**src/rtl/aik_pkg.sv**
```systemverilog
// Shared types, widths, constants and the arctangent table for the arm
// inverse kinematics block. No dependencies.
package aik_pkg;

   // geometry and iteration settings
   localparam int COORD_FRAC_BITS = 4;
   localparam int CORDIC_STEPS    = 16;
   localparam int TAB_LEN         = 24;
   localparam int CORDIC_N        = (CORDIC_STEPS > TAB_LEN) ? TAB_LEN : CORDIC_STEPS;
   localparam int STEP_W          = $clog2(TAB_LEN);

   // field widths
   localparam int COORD_W = 14;
   localparam int DEG_W   = 8;
   localparam int REACH_W = 10;
   localparam int CMD_W   = 2;

   // datapath widths
   localparam int SUM_W   = 2 * COORD_W;
   localparam int RR_W    = REACH_W + COORD_FRAC_BITS;
   localparam int RR2_W   = 2 * RR_W;
   localparam int RAD_W   = ((RR2_W > SUM_W) ? RR2_W : SUM_W) + 16;
   localparam int ROOT_W  = RAD_W / 2;
   localparam int CV_W    = 34;
   localparam int PHASE_W = 33;
   localparam int S_W     = PHASE_W + 1;
   localparam int NUM_W   = 56;
   localparam int Q_SHIFT = 30;
   localparam int QUO_W   = NUM_W - Q_SHIFT;
   localparam int REM_W   = 21;
   localparam int DSTEP_W = 3;

   // queue between front and back
   localparam int QUEUE_DEPTH = 2;
   localparam int QPTR_W      = $clog2(QUEUE_DEPTH);
   localparam int QCNT_W      = $clog2(QUEUE_DEPTH + 1);

   // constants
   localparam logic [REACH_W-1:0] REACH_RESET  = 10'd160;
   localparam logic [DEG_W-1:0]   ANGLE_CENTER = 8'd90;
   localparam logic [DEG_W-1:0]   ANGLE_MAX    = 8'd180;
   localparam logic signed [PHASE_W-1:0] HALF_PI = 33'sd1686629713;

   // command codes
   localparam logic [CMD_W-1:0] CMD_TARGET = 2'd0;
   localparam logic [CMD_W-1:0] CMD_GRIP   = 2'd1;
   localparam logic [CMD_W-1:0] CMD_TICK   = 2'd2;
   localparam logic [CMD_W-1:0] CMD_NOP    = 2'd3;

   typedef struct packed {
      logic [CMD_W-1:0]          kind;
      logic signed [COORD_W-1:0] x;
      logic signed [COORD_W-1:0] y;
      logic signed [COORD_W-1:0] z;
      logic [DEG_W-1:0]          grip;
   } item_type;

   typedef struct packed {
      logic [DEG_W-1:0] base;
      logic [DEG_W-1:0] shoulder;
      logic [DEG_W-1:0] elbow;
      logic [DEG_W-1:0] grip;
      logic             unreachable;
      logic             settled;
   } result_type;

   // atan(2^-i) in radians, 30 fraction bits
   function automatic logic signed [PHASE_W-1:0] atan_entry(input logic [STEP_W-1:0] idx);
      logic signed [PHASE_W-1:0] v;
      case (idx)
         5'd0:  v = 33'sd843314857;
         5'd1:  v = 33'sd497837830;
         5'd2:  v = 33'sd263043837;
         5'd3:  v = 33'sd133525159;
         5'd4:  v = 33'sd67021687;
         5'd5:  v = 33'sd33543516;
         5'd6:  v = 33'sd16775851;
         5'd7:  v = 33'sd8388437;
         5'd8:  v = 33'sd4194283;
         5'd9:  v = 33'sd2097149;
         5'd10: v = 33'sd1048576;
         5'd11: v = 33'sd524288;
         5'd12: v = 33'sd262144;
         5'd13: v = 33'sd131072;
         5'd14: v = 33'sd65536;
         5'd15: v = 33'sd32768;
         5'd16: v = 33'sd16384;
         5'd17: v = 33'sd8192;
         5'd18: v = 33'sd4096;
         5'd19: v = 33'sd2048;
         5'd20: v = 33'sd1024;
         5'd21: v = 33'sd512;
         5'd22: v = 33'sd256;
         5'd23: v = 33'sd128;
         default: v = '0;
      endcase
      return v;
   endfunction

endpackage

```
**src/rtl/aik_front.sv**
```systemverilog
// Input side: accepts items, classifies them and holds them in a short queue.
// Depends on aik_pkg.
module aik_front (
   input  logic                          clock,
   input  logic                          reset,
   input  logic                          push,
   output logic                          full,
   input  logic [aik_pkg::CMD_W-1:0]     command,
   input  logic signed [aik_pkg::COORD_W-1:0] coord_x,
   input  logic signed [aik_pkg::COORD_W-1:0] coord_y,
   input  logic signed [aik_pkg::COORD_W-1:0] coord_z,
   input  logic [aik_pkg::DEG_W-1:0]     gripper_target,
   output logic                          head_valid,
   output aik_pkg::item_type             head,
   input  logic                          head_pop
);
   import aik_pkg::*;

   item_type            entry_ff [QUEUE_DEPTH];
   logic [QPTR_W-1:0]   wr_ptr_ff, wr_ptr_in;
   logic [QPTR_W-1:0]   rd_ptr_ff, rd_ptr_in;
   logic [QCNT_W-1:0]   count_ff, count_in;
   item_type            item;
   logic                do_push, do_pop;

   // classify: command code and saturated gripper angle
   always_comb begin
      item.kind = command;
      item.x    = coord_x;
      item.y    = coord_y;
      item.z    = coord_z;
      item.grip = (gripper_target > ANGLE_MAX) ? ANGLE_MAX : gripper_target;
   end

   assign full       = (count_ff == QCNT_W'(QUEUE_DEPTH));
   assign head_valid = (count_ff != '0);
   assign head       = entry_ff[rd_ptr_ff];
   assign do_push    = push && !full;
   assign do_pop     = head_pop && head_valid;

   // pointers wrap naturally, depth is a power of two
   always_comb begin
      wr_ptr_in = do_push ? wr_ptr_ff + QPTR_W'(1) : wr_ptr_ff;
      rd_ptr_in = do_pop  ? rd_ptr_ff + QPTR_W'(1) : rd_ptr_ff;
      count_in  = count_ff;
      if (do_push && !do_pop) begin
         count_in = count_ff + QCNT_W'(1);
      end else if (do_pop && !do_push) begin
         count_in = count_ff - QCNT_W'(1);
      end
   end

   always_ff @(posedge clock) begin
      if (reset) begin
         wr_ptr_ff <= '0;
         rd_ptr_ff <= '0;
         count_ff  <= '0;
      end else begin
         wr_ptr_ff <= wr_ptr_in;
         rd_ptr_ff <= rd_ptr_in;
         count_ff  <= count_in;
      end
   end

   always_ff @(posedge clock) begin
      if (do_push) begin
         entry_ff[wr_ptr_ff] <= item;
      end
   end

endmodule

```
**config.mk**
```make
export PLATFORM = sky130hd
export DESIGN_NAME = aik_front
export DESIGN_NICKNAME = d
export VERILOG_FILES = /design/src/rtl/aik_pkg.sv /design/src/rtl/aik_front.sv
export SDC_FILE = /design/constraint.sdc
export NUM_CORES = 1
export LEC_CHECK = 0
export BUFFER_PORTS_ARGS = -buffer_cell sky130_fd_sc_hd__buf_4
export CAP_MARGIN = 0
export CORE_ASPECT_RATIO = 1.4
export CORE_MARGIN = 3
export CORE_UTILIZATION = 50
export CTS_BUF_LIST = sky130_fd_sc_hd__clkbuf_16
export CTS_CLUSTER_SIZE = 30
export DETAILED_ROUTE_END_ITERATION = 12
export GPL_ROUTABILITY_DRIVEN = 1
export PLACE_DENSITY_LB_ADDON = 0.12
export SETUP_SLACK_MARGIN = 0.15
export SLEW_MARGIN = 40
export SYNTH_ARGS = -nofsm -noshare
export SYNTH_HDL_FRONTEND = slang
export SYNTH_SLANG_ARGS = --single-unit
```
**constraint.sdc**
```tcl
create_clock -name clock -period 4.7 [get_ports clock]
set_input_delay 0.94 -clock clock [delete_from_list [all_inputs] [get_ports clock]]
set_output_delay 0.94 -clock clock [all_outputs]
set_load 0.05 [all_outputs]
```
==> results.sh <==
export IMPL_die_area_um2=9180
export IMPL_wl_per_cell_um=16.5
export IMPL_worstPathRequired_ns=3.76
export IMPL_drc=0
export IMPL_dp_hpwl_um=4620
export IMPL_fin_tns_setup_ns=0
export IMPL_dr_pass1_iters=4
export IMPL_crit_arrival_ns=2.11
export IMPL_whs_ns=0.500
export IMPL_holdBufCountCts=0
export IMPL_insertion_delay_ns=0.34
export IMPL_finish_net_count=369
export IMPL_port_buffers=109
export IMPL_synth_seq_cells=109
export IMPL_htree_num_levels=3
export IMPL_max_freq_ghz=0.328
export IMPL_synth_area_per_cell_um2=20.4
export IMPL_hold_class="register to register"
export IMPL_die_x_um=81.8
export IMPL_max_clock_path_buffers=2
export IMPL_finalHoldViolCount=0
export IMPL_antenna_found_initial=0
export IMPL_setup_ws_ns=1.65
export IMPL_grt_pass1_wl_um=10500
export IMPL_rows=38
export IMPL_grt_pass1_vias=2239
export IMPL_power_mw=3.32
export IMPL_io_pins=110
export IMPL_initial_core_util_pct=51.6
export IMPL_start_kind="register"
export IMPL_grt_usage_pct=15.8
export IMPL_postCtsResizedCells=0
export IMPL_vias=2076
export IMPL_tritoncts="built"
export IMPL_cts_setup_buffers=0
export IMPL_syn_num_nets=254
export IMPL_drt_iter0_drc=86
export IMPL_cp_max_fo=31
export IMPL_cts_sinks=109
export IMPL_syn_area_um2=4020
export IMPL_pre_cts_slack_ns=1.99
export IMPL_place_inst=401
export IMPL_fin_crit_sh_pct=64.9
export IMPL_endpoint_kind="primary output"
export IMPL_peakVddDrop_mv=0.386
export IMPL_worst_pin_slew_ns=0.668
export IMPL_maxCapViolCount=0
export IMPL_diodes=0
export IMPL_final_util_pct=67.9
export IMPL_grt_max_degree=53
export IMPL_static_leakage_power_nw=1.99
export IMPL_design_area_um2=5290
export IMPL_outcome="complete, no violations"
export IMPL_cts_clk_slew_worst_paths_ns=0.07
export IMPL_core_area_um2=7800
export IMPL_final_cell_count_no_fill=417
export IMPL_vias_per_cell=4.98
export IMPL_synthCells=197
export IMPL_numCtsBuffers=9
export IMPL_yosys_warnings=0
export IMPL_drtAntennaViolNets=0
export IMPL_drive_gt1_share_pct=57.7
export IMPL_place_area_um2=4950
export IMPL_overflow=0
export IMPL_setup_viol=0
export IMPL_areaGrowthSynthToFinish_pct=31.6
export IMPL_p_per_area_nw_per_um2=626
export IMPL_min_period_ns=3.05
export IMPL_max_slew_margin_pct=55.5
export IMPL_cts_root_buf="clkbuf_16"
export IMPL_critPathKind="register to primary output"
export IMPL_seq_area_frac_synth_pct=80.1
export IMPL_rsz0062_at_grt="no"
export IMPL_skew_ns=0.00495
export IMPL_die_h_um=112
export IMPL_slew_viol_final=0
export IMPL_synth_cell_types=19
export IMPL_routabilityCongestion=0.737
export IMPL_routed_wl_um=6870
## area by class of cell
class	instances	area [µm²]
clock buffers	9	225
clock inverters	7	114
fillers	584	2500
flip-flops and latches	109	3220
well taps	100	125
multi-input cells	79	762
inverters	2	10.0
repair buffers	111	833
## layer usage
| metal | global-route usage [%] | part of all wire [%] | wire, µm | up-vias |
|---|---|---|---|---|
| li1 | - | - | - | 992 |
| met1 | 17.6 | 38 | 2620 | 993 |
| met2 | 26.1 | 52 | 3570 | 73 |
| met3 | 4.25 | 6.1 | 418 | 18 |
| met4 | 10.1 | 3.8 | 263 | 0 |
| met5 | 0 | 0 | 0 | - |
## cell families (layout without fill, tap and decap cells)
| logic type | Yosys count | count (layout) | synth area share, % |
|---|---|---|---|
| buffers and inverters | 9 | 129 | 1.03 |
| DFF | 109 | 109 | 80.1 |
| adders and majority gates | 1 | 1 | 0.311 |
| AOI/OAI and AO/OA | 9 | 9 | 1.37 |
| and+or+nand+nor | 14 | 14 | 1.99 |
| muxes | 52 | 52 | 14.6 |
| xor gates and xnor gates | 3 | 3 | 0.653 |
## synthesized netlist by cell type
library cell	instances	area, µm²
o211a_1	1	10.0
a21oi_1	2	10.0
clkbuf_1	1	3.75
or3_1	2	12.5
nor2b_1	1	6.26
nor2_1	4	15.0
and2_1	4	25.0
or2_2	1	6.26
nand2b_1	1	6.26
buf_2	6	30.0
mux2_2	52	586
nor2b_2	1	8.76
xor2_1	3	26.3
inv_1	2	7.51
ha_1	1	12.5
dfxtp_1	5	100
o21ai_0	4	20.0
a21o_1	2	15.0
edfxtp_1	104	3120
## cell usage in the layout, fill, tap and decap left out, types with 2 or more instances in the layout
master / n
buf_4: 111
edfxtp_1: 104
mux2_2: 52
clkbuf_16: 9
nor2_1: 4
o21ai_0: 4
dfxtp_1: 4
and2_1: 3
xor2_1: 3
bufinv_16: 3
a21o_1: 2
or3_1: 2
a21oi_1: 2
clkinvlp_4: 2
## final timing paths
| check | from | end | slack (ns) | depth (start not counted) |
|---|---|---|---|---|
| min reg2reg | wr_ptr_ff$_SDFFE_PP0P_ | wr_ptr_ff$_SDFFE_PP0P_ | 0.50 | 2 |
| max reg2reg | count_ff[0]$_SDFFE_PP0P_ | entry_ff[1][51]$_DFFE_PP_ | 2.87 | 4 |
| max | register | head[30] | 1.65 | 3 |
| min | wr_ptr_ff$_SDFFE_PP0P_ | wr_ptr_ff$_SDFFE_PP0P_ | 0.50 | 2 |
## state kept, by name, indices dropped and copies added (netlist names), named ones only
| register | count |
|---|---|
| entry_ff | 104 |
| count_ff | 2 |
| rd_ptr_ff | 1 |
| wr_ptr_ff | 1 |
## critical path: stages (launching register included)
cell,delay [ns]
dfxtp_2,0.66
buf_4,0.47
mux2_2,0.41
buf_4,0.20
## report_power, final
part / total, mW / internal, mW / switching, mW / leakage, nW
sequential: 1.28 / 1.22 / 0.0583 / 1.01
combinational: 1.21 / 0.407 / 0.800 / 0.823
clock: 0.828 / 0.517 / 0.311 / 0.159
total: 3.32 / 2.15 / 1.17 / 1.99
Note: power is estimated with default switching activity, not from simulation.
